[config.mk]
export PLATFORM = sky130hd
export DESIGN_NAME = framed_packet_receiver
export DESIGN_NICKNAME = d
export VERILOG_FILES = /design/src/design/fpr_pkg.sv /design/src/design/fpr_front.sv /design/src/design/fpr_fifo.sv /design/src/design/fpr_back.sv /design/src/design/framed_packet_receiver.sv
export SDC_FILE = /design/constraint.sdc
export NUM_CORES = 1
export LEC_CHECK = 0
export ABC_CLOCK_PERIOD_IN_PS = 7000
export BUFFER_PORTS_ARGS = -buffer_cell sky130_fd_sc_hd__buf_2
export CAP_MARGIN = 20
export CORE_MARGIN = 5
export CORE_UTILIZATION = 30
export DETAILED_ROUTE_END_ITERATION = 12
export GPL_TIMING_DRIVEN = 0
export MAX_ROUTING_LAYER = met4
export PLACE_DENSITY = 0.43
export SETUP_SLACK_MARGIN = 0.02
export SYNTH_ARGS = -nofsm -noshare
export SYNTH_HDL_FRONTEND = slang
export SYNTH_HIERARCHICAL = 1
export SYNTH_SLANG_ARGS = --single-unit
[constraint.sdc]
create_clock -name clk -period 7 [get_ports clk]
set_input_delay 0.7 -clock clk [delete_from_list [all_inputs] [get_ports clk]]
set_output_delay 0.7 -clock clk [all_outputs]
set_load 0.05 [all_outputs]
[src/design/fpr_pkg.sv]
package fpr_pkg;

    localparam int unsigned BYTE_W = 8;
    localparam int unsigned CRC_W = 16;
    localparam logic [CRC_W-1:0] CRC_INIT = 16'hFFFF;
    localparam logic [CRC_W-1:0] CRC_POLY = 16'h1021;

    localparam logic [1:0] REG_START_FIRST = 2'd0;
    localparam logic [1:0] REG_START_SECOND = 2'd1;
    localparam logic [1:0] REG_END_FIRST = 2'd2;
    localparam logic [1:0] REG_END_SECOND = 2'd3;

    localparam logic [2:0] CLS_LEN = 3'd0;
    localparam logic [2:0] CLS_CMD = 3'd1;
    localparam logic [2:0] CLS_PAY = 3'd2;
    localparam logic [2:0] CLS_CRC_LOW = 3'd3;
    localparam logic [2:0] CLS_CRC_HIGH = 3'd4;
    localparam logic [2:0] CLS_END_BAD = 3'd5;
    localparam logic [2:0] CLS_END_GOOD = 3'd6;

    localparam logic KIND_PAYLOAD = 1'b0;
    localparam logic KIND_REPORT = 1'b1;

    localparam logic [1:0] STATUS_GOOD = 2'd0;
    localparam logic [1:0] STATUS_CRC_ERROR = 2'd1;
    localparam logic [1:0] STATUS_BAD_END = 2'd2;

    typedef struct packed {
        logic [BYTE_W-1:0] start_first;
        logic [BYTE_W-1:0] start_second;
        logic [BYTE_W-1:0] end_first;
        logic [BYTE_W-1:0] end_second;
    } cfg_t;

    typedef struct packed {
        logic [2:0]        cls;
        logic [BYTE_W-1:0] data;
        logic [BYTE_W-1:0] index;
    } item_t;

    function automatic logic [CRC_W-1:0] crc_byte(input logic [CRC_W-1:0] crc_in,
                                                   input logic [BYTE_W-1:0] b);
        logic [CRC_W-1:0] c;
        c = crc_in ^ {b, 8'h00};
        for (int k = 0; k < 8; k++)
        begin
            if (c[CRC_W-1])
            begin
                c = {c[CRC_W-2:0], 1'b0} ^ CRC_POLY;
            end
            else
            begin
                c = {c[CRC_W-2:0], 1'b0};
            end
        end
        return c;
    endfunction

endpackage

[src/design/fpr_front.sv]
module fpr_front (
    input  logic          clk,
    input  logic          rst_n,
    input  fpr_pkg::cfg_t cfg,
    input  logic          in_valid,
    output logic          in_ready,
    input  logic [7:0]    rx_byte,
    output logic          push_valid,
    input  logic          push_ready,
    output fpr_pkg::item_t push_item
);
    import fpr_pkg::*;

    localparam logic [3:0] PH_START_FIRST = 4'd0;
    localparam logic [3:0] PH_START_SECOND = 4'd1;
    localparam logic [3:0] PH_LEN = 4'd2;
    localparam logic [3:0] PH_CMD = 4'd3;
    localparam logic [3:0] PH_PAY = 4'd4;
    localparam logic [3:0] PH_CRC_LOW = 4'd5;
    localparam logic [3:0] PH_CRC_HIGH = 4'd6;
    localparam logic [3:0] PH_END_FIRST = 4'd7;
    localparam logic [3:0] PH_END_SECOND = 4'd8;

    logic [3:0]        phase_reg;
    logic [3:0]        phase_next;
    logic [BYTE_W-1:0] length_reg;
    logic [BYTE_W-1:0] length_next;
    logic [BYTE_W-1:0] seen_reg;
    logic [BYTE_W-1:0] seen_next;
    logic              accept;
    logic [BYTE_W:0]   seen_inc;

    assign in_ready = push_ready;
    assign accept = in_valid && push_ready;
    assign seen_inc = {1'b0, seen_reg} + {{BYTE_W{1'b0}}, 1'b1};

    always_comb
    begin
        phase_next = phase_reg;
        length_next = length_reg;
        seen_next = seen_reg;
        push_valid = 1'b0;
        push_item.cls = CLS_LEN;
        push_item.data = rx_byte;
        push_item.index = seen_reg;
        if (accept)
        begin
            case (phase_reg)
                PH_START_FIRST:
                begin
                    if (rx_byte == cfg.start_first)
                    begin
                        phase_next = PH_START_SECOND;
                    end
                end
                PH_START_SECOND:
                begin
                    phase_next = (rx_byte == cfg.start_second) ? PH_LEN : PH_START_FIRST;
                end
                PH_LEN:
                begin
                    push_valid = 1'b1;
                    push_item.cls = CLS_LEN;
                    length_next = rx_byte;
                    seen_next = '0;
                    phase_next = PH_CMD;
                end
                PH_CMD:
                begin
                    push_valid = 1'b1;
                    push_item.cls = CLS_CMD;
                    phase_next = (length_reg != '0) ? PH_PAY : PH_CRC_LOW;
                end
                PH_PAY:
                begin
                    push_valid = 1'b1;
                    push_item.cls = CLS_PAY;
                    seen_next = seen_inc[BYTE_W-1:0];
                    if (seen_inc >= {1'b0, length_reg})
                    begin
                        phase_next = PH_CRC_LOW;
                    end
                end
                PH_CRC_LOW:
                begin
                    push_valid = 1'b1;
                    push_item.cls = CLS_CRC_LOW;
                    phase_next = PH_CRC_HIGH;
                end
                PH_CRC_HIGH:
                begin
                    push_valid = 1'b1;
                    push_item.cls = CLS_CRC_HIGH;
                    phase_next = PH_END_FIRST;
                end
                PH_END_FIRST:
                begin
                    if (rx_byte == cfg.end_first)
                    begin
                        phase_next = PH_END_SECOND;
                    end
                    else
                    begin
                        push_valid = 1'b1;
                        push_item.cls = CLS_END_BAD;
                        phase_next = PH_START_FIRST;
                    end
                end
                PH_END_SECOND:
                begin
                    push_valid = 1'b1;
                    push_item.cls = (rx_byte == cfg.end_second) ? CLS_END_GOOD : CLS_END_BAD;
                    phase_next = PH_START_FIRST;
                end
                default:
                begin
                    phase_next = PH_START_FIRST;
                end
            endcase
        end
    end

    always_ff @(posedge clk or negedge rst_n)
    begin
        if (!rst_n)
        begin
            phase_reg <= PH_START_FIRST;
            length_reg <= '0;
            seen_reg <= '0;
        end
        else
        begin
            phase_reg <= phase_next;
            length_reg <= length_next;
            seen_reg <= seen_next;
        end
    end

endmodule

[src/design/fpr_fifo.sv]
module fpr_fifo #(
    parameter int unsigned DEPTH = 4
) (
    input  logic           clk,
    input  logic           rst_n,
    input  logic           push_valid,
    output logic           push_ready,
    input  fpr_pkg::item_t push_item,
    output logic           pop_valid,
    input  logic           pop_ready,
    output fpr_pkg::item_t pop_item
);
    import fpr_pkg::*;

    localparam int unsigned PTR_W = (DEPTH > 1) ? $clog2(DEPTH) : 1;
    localparam int unsigned CNT_W = $clog2(DEPTH + 1);
    localparam logic [PTR_W-1:0] LAST = PTR_W'(DEPTH - 1);

    item_t            store_reg [DEPTH];
    logic [PTR_W-1:0] wr_ptr_reg;
    logic [PTR_W-1:0] rd_ptr_reg;
    logic [CNT_W-1:0] count_reg;
    logic [CNT_W-1:0] count_next;
    logic             do_push;
    logic             do_pop;

    assign push_ready = (count_reg != CNT_W'(DEPTH));
    assign pop_valid = (count_reg != '0);
    assign pop_item = store_reg[rd_ptr_reg];
    assign do_push = push_valid && push_ready;
    assign do_pop = pop_valid && pop_ready;

    always_comb
    begin
        count_next = count_reg;
        if (do_push && !do_pop)
        begin
            count_next = count_reg + CNT_W'(1);
        end
        else if (do_pop && !do_push)
        begin
            count_next = count_reg - CNT_W'(1);
        end
    end

    always_ff @(posedge clk)
    begin
        if (do_push)
        begin
            store_reg[wr_ptr_reg] <= push_item;
        end
    end

    always_ff @(posedge clk or negedge rst_n)
    begin
        if (!rst_n)
        begin
            wr_ptr_reg <= '0;
            rd_ptr_reg <= '0;
            count_reg <= '0;
        end
        else
        begin
            count_reg <= count_next;
            if (do_push)
            begin
                wr_ptr_reg <= (wr_ptr_reg == LAST) ? '0 : wr_ptr_reg + PTR_W'(1);
            end
            if (do_pop)
            begin
                rd_ptr_reg <= (rd_ptr_reg == LAST) ? '0 : rd_ptr_reg + PTR_W'(1);
            end
        end
    end

endmodule

[src/design/fpr_back.sv]
module fpr_back (
    input  logic           clk,
    input  logic           rst_n,
    input  logic           pop_valid,
    output logic           pop_ready,
    input  fpr_pkg::item_t pop_item,
    output logic           out_valid,
    input  logic           out_ready,
    output logic           result_kind,
    output logic [7:0]     payload_byte,
    output logic [7:0]     payload_index,
    output logic [7:0]     frame_command,
    output logic [7:0]     frame_length,
    output logic [1:0]     frame_status
);
    import fpr_pkg::*;

    logic [BYTE_W-1:0] length_reg;
    logic [BYTE_W-1:0] command_reg;
    logic [CRC_W-1:0]  crc_reg;
    logic [BYTE_W-1:0] crc_low_reg;
    logic              matched_reg;
    logic              out_valid_reg;
    logic              kind_reg;
    logic [BYTE_W-1:0] byte_reg;
    logic [BYTE_W-1:0] index_reg;
    logic [BYTE_W-1:0] command_out_reg;
    logic [BYTE_W-1:0] length_out_reg;
    logic [1:0]        status_reg;
    logic              slot_free;
    logic              makes_result;
    logic              take;
    logic [CRC_W-1:0]  crc_upd;

    assign slot_free = !out_valid_reg || out_ready;
    assign makes_result = (pop_item.cls == CLS_PAY) || (pop_item.cls == CLS_END_BAD)
                          || (pop_item.cls == CLS_END_GOOD);
    assign pop_ready = !makes_result || slot_free;
    assign take = pop_valid && pop_ready;
    assign crc_upd = crc_byte((pop_item.cls == CLS_LEN) ? CRC_INIT : crc_reg, pop_item.data);

    assign out_valid = out_valid_reg;
    assign result_kind = kind_reg;
    assign payload_byte = byte_reg;
    assign payload_index = index_reg;
    assign frame_command = command_out_reg;
    assign frame_length = length_out_reg;
    assign frame_status = status_reg;

    always_ff @(posedge clk or negedge rst_n)
    begin
        if (!rst_n)
        begin
            length_reg <= '0;
            command_reg <= '0;
            crc_reg <= CRC_INIT;
            crc_low_reg <= '0;
            matched_reg <= 1'b0;
            out_valid_reg <= 1'b0;
        end
        else
        begin
            if (out_ready)
            begin
                out_valid_reg <= 1'b0;
            end
            if (take)
            begin
                case (pop_item.cls)
                    CLS_LEN:
                    begin
                        length_reg <= pop_item.data;
                        crc_reg <= crc_upd;
                    end
                    CLS_CMD:
                    begin
                        command_reg <= pop_item.data;
                        crc_reg <= crc_upd;
                    end
                    CLS_PAY:
                    begin
                        crc_reg <= crc_upd;
                        out_valid_reg <= 1'b1;
                    end
                    CLS_CRC_LOW:
                    begin
                        crc_low_reg <= pop_item.data;
                    end
                    CLS_CRC_HIGH:
                    begin
                        matched_reg <= ({pop_item.data, crc_low_reg} == crc_reg);
                    end
                    CLS_END_BAD, CLS_END_GOOD:
                    begin
                        out_valid_reg <= 1'b1;
                    end
                    default:
                    begin
                    end
                endcase
            end
        end
    end

    always_ff @(posedge clk)
    begin
        if (take && makes_result)
        begin
            command_out_reg <= command_reg;
            length_out_reg <= length_reg;
            if (pop_item.cls == CLS_PAY)
            begin
                kind_reg <= KIND_PAYLOAD;
                byte_reg <= pop_item.data;
                index_reg <= pop_item.index;
                status_reg <= STATUS_GOOD;
            end
            else
            begin
                kind_reg <= KIND_REPORT;
                byte_reg <= '0;
                index_reg <= '0;
                if (pop_item.cls == CLS_END_BAD)
                begin
                    status_reg <= STATUS_BAD_END;
                end
                else
                begin
                    status_reg <= matched_reg ? STATUS_GOOD : STATUS_CRC_ERROR;
                end
            end
        end
    end

endmodule

[src/design/framed_packet_receiver.sv]
// Channel   Handshake             Payload
// input     in_valid / in_ready   rx_byte
// output    out_valid / out_ready result_kind, payload_byte, payload_index,
//                                 frame_command, frame_length, frame_status
// config    cfg_write             cfg_index, cfg_data
//
// One byte is taken per cycle while the queue has room; a result passes the queue and then the output registers.
// The front parser and the CRC back end are parted by a queue of QUEUE_DEPTH
// entries, so the input keeps flowing while a result waits on the output.
// A stalled output fills the queue, and the input stalls only once it is full.
// Reset is asynchronous and active low and restores the default markers.
module framed_packet_receiver #(
    parameter int unsigned QUEUE_DEPTH = 4
) (
    input  logic       clk,
    input  logic       rst_n,
    input  logic       cfg_write,
    input  logic [1:0] cfg_index,
    input  logic [7:0] cfg_data,
    input  logic       in_valid,
    output logic       in_ready,
    input  logic [7:0] rx_byte,
    output logic       out_valid,
    input  logic       out_ready,
    output logic       result_kind,
    output logic [7:0] payload_byte,
    output logic [7:0] payload_index,
    output logic [7:0] frame_command,
    output logic [7:0] frame_length,
    output logic [1:0] frame_status
);
    import fpr_pkg::*;

    cfg_t  cfg_reg;
    item_t push_item;
    item_t pop_item;
    logic  push_valid;
    logic  push_ready;
    logic  pop_valid;
    logic  pop_ready;

    always_ff @(posedge clk or negedge rst_n)
    begin
        if (!rst_n)
        begin
            cfg_reg.start_first <= 8'hA5;
            cfg_reg.start_second <= 8'h5A;
            cfg_reg.end_first <= 8'h5A;
            cfg_reg.end_second <= 8'hA5;
        end
        else if (cfg_write)
        begin
            case (cfg_index)
                REG_START_FIRST: cfg_reg.start_first <= cfg_data;
                REG_START_SECOND: cfg_reg.start_second <= cfg_data;
                REG_END_FIRST: cfg_reg.end_first <= cfg_data;
                REG_END_SECOND: cfg_reg.end_second <= cfg_data;
                default:
                begin
                end
            endcase
        end
    end

    fpr_front u_front (
        .clk        (clk),
        .rst_n      (rst_n),
        .cfg        (cfg_reg),
        .in_valid   (in_valid),
        .in_ready   (in_ready),
        .rx_byte    (rx_byte),
        .push_valid (push_valid),
        .push_ready (push_ready),
        .push_item  (push_item)
    );

    fpr_fifo #(
        .DEPTH (QUEUE_DEPTH)
    ) u_fifo (
        .clk        (clk),
        .rst_n      (rst_n),
        .push_valid (push_valid),
        .push_ready (push_ready),
        .push_item  (push_item),
        .pop_valid  (pop_valid),
        .pop_ready  (pop_ready),
        .pop_item   (pop_item)
    );

    fpr_back u_back (
        .clk           (clk),
        .rst_n         (rst_n),
        .pop_valid     (pop_valid),
        .pop_ready     (pop_ready),
        .pop_item      (pop_item),
        .out_valid     (out_valid),
        .out_ready     (out_ready),
        .result_kind   (result_kind),
        .payload_byte  (payload_byte),
        .payload_index (payload_index),
        .frame_command (frame_command),
        .frame_length  (frame_length),
        .frame_status  (frame_status)
    );

endmodule

# Word level (Yosys, flattened, before mapping)
# Memories as Yosys holds them, arrays and structs flattened.
# Cells that the tools add are included.
[op_classes]
add_sub_neg = 5
n_bitwise = 9
order_cmp = 1
reduce_logical = 37
muxes = 35
n_eq_ne = 27
[op_table]
columns = ["op", "n"]
rows = [
  ["13-bit 2-to-1 mux", 8],
  ["8-bit == test", 4],
  ["4-bit one-hot mux with 8 select lines", 1],
  ["3-bit inverter", 8],
  ["2-bit AND reduction", 11],
  ["3-bit one-hot mux with 6 select lines", 1],
  ["16-bit == test", 1],
  ["4-bit by 3-bit == test with 1-bit output (second input constant)", 4],
  ["16-bit 2-to-1 mux", 1],
  ["8-bit one-hot mux with 2 select lines", 1],
  ["16-bit XOR", 1],
  ["3-bit 2-to-1 mux", 4],
  ["4-bit 2-to-1 mux", 3],
  ["1-bit 2-to-1 mux", 10],
  ["2-bit 2-to-1 mux", 5],
  ["8-bit by 1-bit adder with 9-bit output (second input constant)", 1],
  ["3-bit == test (second input constant)", 3],
  ["9-bit by 8-bit >= comparator with 1-bit output", 1],
  ["2-bit == test (second input constant)", 4],
  ["4-bit by 2-bit == test with 1-bit output (second input constant)", 2],
  ["8-bit nonzero test", 1],
  ["3-bit by 2-bit == test with 1-bit output (second input constant)", 2],
  ["1-bit logical AND", 6],
  ["3-bit OR reduction", 2],
  ["other kinds (20)", 29],
]
[totals]
regBits = 136
out_inout_bits = 37
elab_cells = 138
mem_bits_rw = 76
inputBits = 23
n_memories = 1
[mem_list]
columns = ["name", "words", "word_bits", "read_ports", "rd_clocked_by_memory_dff", "write_ports", "line", "rtl"]
rows = [
  ["u_fifo.store_reg", 4, 19, 1, 0, 1, "fpr_fifo.sv:19", "item_t store_reg [DEPTH];"],
]

# Depth between registers and ports, before layout
# An unclocked memory read counts as a cell.
[depth]
word_depth = 20
ltp_mapped = 13
depth_no_buf = 12

# Modules after synthesis
# The synthesis kept the hierarchy.
[by_module_without_submodules]
columns = ["module", "seq_area_each_um2", "n_inst", "cells_per_inst", "area_per_inst_um2"]
rows = [
  ["fpr_back", 2122.0, 1, 261, 3552.2],
  ["fpr_fifo", 2457.4, 1, 136, 3190.6],
  ["fpr_front", 500.5, 1, 207, 1804.2],
  ["framed_packet_receiver", 820.8, 1, 68, 1232.4],
]

# Worst setup path after synthesis
# No wires, ideal clock.
[synth_path]
kind = "input to register"
from = "input port rx_byte[6]"
to = "register u_fifo.count_reg[2]"
path_buffers = 1
setup_ns = 0.079
t_required_ns = 6.921
cell_stages = 13
arrival_time_ns = 2.940
path_slack_ns = 3.981
cell_sequence = "clkbuf_1 xor2_1 nor4_1 nand2_1 o21ai_0 a2111oi_0 a21boi_2 ha_1 inv_1 fa_1 xor2_1 nor2_1 xor2_1"
[synth_between]
elab_chain_len = 8
word_cells_on_any_way = 10
classes_between = "eq/ne (1); mux (4); reduce/logical (5)"
[synth_lines]
columns = ["item", "line", "rtl"]
rows = [
  ["from (decl)", "framed_packet_receiver.sv:22", "input logic [7:0] rx_byte,"],
  ["8-bit == test *", "fpr_front.sv:98", "if (rx_byte == cfg.end_first)"],
  ["1-bit 2-to-1 mux *", "fpr_front.sv:98", ""],
  ["1-bit one-hot mux with 2 select lines *", "fpr_front.sv:48", "case (phase_reg)"],
  ["1-bit 2-to-1 mux *", "fpr_front.sv:46", "if (accept)"],
  ["net push_valid", "framed_packet_receiver.sv:37", "logic push_valid;"],
  ["1-bit logical AND *", "fpr_fifo.sv:30", "assign do_push = push_valid && push_ready;"],
  ["net u_fifo.do_push", "fpr_fifo.sv:24", "logic do_push;"],
  ["1-bit zero test", "fpr_fifo.sv:40", "else if (do_pop && !do_push)"],
  ["1-bit logical AND", "fpr_fifo.sv:40", ""],
  ["2-bit nonzero test (no line)", "n/a", ""],
  ["to (signal assigned)", "fpr_fifo.sv:64", "count_reg <= count_next;"],
  ["to (decl)", "fpr_fifo.sv:22", "logic [CNT_W-1:0] count_reg;"],
]
# The timed path passes the listed nets; every way through them passes the cells marked *.
# A chain may end at the register's enable or synchronous reset.

# Final worst setup path
[layout_path]
from = "input port rx_byte[2]"
to = "memory u_fifo/store_reg[1][13] (netlist bit), enable pin"
[layout_between]
elab_chain_len = 7
[layout_lines]
columns = ["item", "line", "rtl"]
rows = [
  ["8-bit == test", "fpr_front.sv:98", ""],
  ["1-bit 2-to-1 mux", "fpr_front.sv:98", ""],
  ["1-bit one-hot mux with 2 select lines", "fpr_front.sv:48", ""],
  ["1-bit 2-to-1 mux", "fpr_front.sv:46", ""],
  ["net push_valid", "framed_packet_receiver.sv:37", ""],
  ["1-bit logical AND", "fpr_fifo.sv:30", ""],
  ["net u_fifo.do_push", "fpr_fifo.sv:24", ""],
  ["1-bit 2-to-1 mux", "fpr_fifo.sv:48", "if (do_push)"],
  ["1-bit 2-to-1 mux (implied by the code)", "fpr_fifo.sv:50", "store_reg[wr_ptr_reg] <= push_item;"],
  ["to (decl)", "fpr_fifo.sv:19", ""],
]
# The timed path passes the listed nets, and every way through them passes these cells.

==> flow_metrics.tcl <==
set metrics [dict create \
    filler_cell_count 3210 \
    diodes 0 \
    worstSetupEndpointType "flip-flop" \
    synth_top_area_cell "edfxtp_1" \
    cp.required_ns 7.13 \
    cp_max_fo 19 \
    max-cap-violations 0 \
    drc_errors 0 \
    switching_share_pct 37.9 \
    first_iter_violations 295 \
    reg2reg_depth 7 \
    io_pins 60 \
    drive_gt1_share_pct 34.4 \
    grt_setup_unrepaired "false" \
    seq_area_frac_synth_pct 60.3 \
    postSynth.asyncResetShare_pct 47.6 \
    largest_reg_flops 76 \
    p_int_mw 3.73 \
    synth_top_area_share_pct 34.1 \
    synth_edf_count 111 \
    status "complete, no violations" \
    final-max-slew-violation-count 0 \
    design_area_um2 11500 \
    yosys_warnings 6 \
    io_buffers 51 \
    pwr_density_cell_nw_per_um2 524 \
    insertion_delay_ns 0.51 \
    avgSynthCellArea_um2 14.6 \
    cts_tree "done" \
    setup_viol 0 \
    cts_buffer_depth 3 \
    ys.flop_type "edfxtp_1" \
    multi_input_area_um2 3530 \
    synth_seq_cells 212 \
    gr-usage-met2_pct 20.9 \
    p_total_mw 6.00 \
    place_congestion 0.848 \
    cts_made_buffers 26 \
    hold_viol 0 \
    tns_ns 0 \
    first_pass_iters 4 \
    core_area_um2 32400 \
    cp.arrival_ns 3.43 \
    clkTransAtPathRegs_ns 0.05 \
    dpl.hpwl_mm 15.0 \
    fin_ws_ns 3.70 \
    grt_use_met3_pct 2.20 \
    cts_resized 0 \
    skew_ns 0.00617 \
    post_drt_wl_per_cell_um 17.7 \
    area_growth_pct 17.2 \
    p_seq_share_pct 35.6 \
    grt_usage_pct 12.4 \
    drt.antenna.violating_nets 0 \
    wirelength_mm 21.5 \
    hold_ws_ns 0.186 \
    clockRootBuffer "clkbuf_16" \
    rows 66 \
    regToRegSetupSlack_ns 3.75 \
    irDropWorstVdd_uv 207 \
    htreeDepth 1 \
    period_minus_slack_ns 3.30 \
    grt_pass1_vias 5982 \
    die_width_um 191 \
    post_cts_buffers 0 \
    cts_sinks 212 \
    nets 792 \
    combPwrFrac_pct 43.1 \
    hp-class "input port to async pin" \
    fmax_mhz 303 \
    period_share_pct 47.1 \
    overflow 0 \
    worst_pin_slew_ns 1.08 \
    start_util_pct 30.2 \
    p_leak_nw 4.36 \
    grt_max_degree 62 \
    synth_common_cells "111 x edfxtp_1, 72 x mux2_2, 69 x dfrtp_1" \
    synth_nets 711 \
    post-place-cells 1166 \
    place_worst_setup_slack_ns 2.98 \
    post-synth-top-count-cell "edfxtp_1" \
    cp-start-kind "input port" \
    clockPowerShare_pct 21.3 \
    synth_cells 672 \
    top_usage_layer "met2" \
    via_count 5598 \
    p_sw_mw 2.28 \
    yosys-top-cells-area "edfxtp_1 34%, dfrtp_1 18%, dfstp_2 8.6%" \
    synth_area_um2 9780 \
    instances_no_fill 1215 \
    via_per_inst 4.61 \
    ctsHoldBuffers 0 \
    die_area_um2 36300 \
    die_y_um 191 \
    grt_pass1_wl_mm 34.5 \
    final-seq-area_um2 5900 \
    maxSlewHeadroom_pct 27.8 \
    fin_util_pct 35.4 \
    grt_use_met1_pct 15.7 \
    path_class "input port to flip-flop" \
    antenna_found_initial 0 \
    placed_cell_area_um2 10600 \
    netlist-cell-type-count 70 \
]
path summary, 6_finish.rpt:
| check | from | end |
|---|---|---|
| worst max register to register | cfg_reg[11]$_DFFE_PN1P_ | u_fifo/store_reg[1][13]$_DFFE_PP_ |
| worst max-delay path | rx_byte[2] | u_fifo/store_reg[1][13]$_DFFE_PP_ |
| worst min register to register | u_back/command_reg[4]$_DFFE_PN0P_ | u_back/frame_command[4]$_DFFE_PP_ |
| min in group clk | rx_byte[4] | u_fifo/store_reg[3][12]$_DFFE_PP_ |
| max in group asynchronous | rst_n | cfg_reg[12]$_DFFE_PN1P_ |
| worst min-delay path | rst_n | u_back/out_valid$_DFF_PN0_ |
worst max-delay path, cell delays in order:
cell       delay [ns]
buf_1            0.39
xor2_1           0.19
nor4_1           0.10
nand2_1          0.10
o21ai_0          0.09
a2111oi_0        0.49
a21boi_2         0.43
and2_1           0.91
layout make-up:
type                       instances  area share [%]
sequential                       212            51.5
multi-input combinational        404            30.8
clock buffer                      33            6.18
tap                              442            4.82
timing repair buffer              53            2.62
buffer                            42            2.55
clock inverter                    15            1.08
inverter                          14           0.458
power by group through the flow:
stage               logic [mW]  registers (mW)  clock network (mW)
finish                    2.59            2.14                1.28
global route              2.83            2.19                1.39
CTS                       2.63            2.15                1.33
detailed placement        2.62            2.17                   0
global placement          2.58            2.15                   0
floorplan                 1.64            2.48                   0
layout by cell type (no fill, tap or decap), types with 4 or more instances in the layout:
| master | n |
|---|---|
| o21ai_0 | 23 |
| ha_1 | 15 |
| o21ai_1 | 9 |
| nand3_1 | 7 |
| mux2_2 | 72 |
| o31ai_1 | 9 |
| nor2_1 | 21 |
| a21oi_1 | 9 |
| dfstp_2 | 32 |
| nor3_1 | 8 |
| xor2_1 | 50 |
| mux4_2 | 19 |
| nand2b_1 | 4 |
| dfrtp_1 | 69 |
| buf_4 | 11 |
| o21a_1 | 4 |
| buf_6 | 12 |
| xnor2_1 | 25 |
| a31oi_1 | 6 |
| nand2_1 | 18 |
| clkbuf_16 | 27 |
| edfxtp_1 | 111 |
| nand4_1 | 6 |
| clkbuf_1 | 16 |
| clkinv_1 | 7 |
| and2_1 | 22 |
| nor4_1 | 14 |
| inv_1 | 14 |
| buf_2 | 55 |
routing by layer:
metal  part of all wire [%]  vias up
met5                      0        -
met4                    1.7        0
met3                    3.9       27
met2                     51       88
met1                     43     2849
li1                       -     2634
logic make-up after synthesis:
| kind of cell | synth area share (%) |
|---|---|
| flops | 60.3 |
| simple gates | 8.35 |
| mux | 13.1 |
| compound gates | 5.40 |
| xor+xnor | 7.18 |
| buf+inv | 3.53 |
| fa+ha+maj | 2.12 |
(Power assumes the default switching activity.)
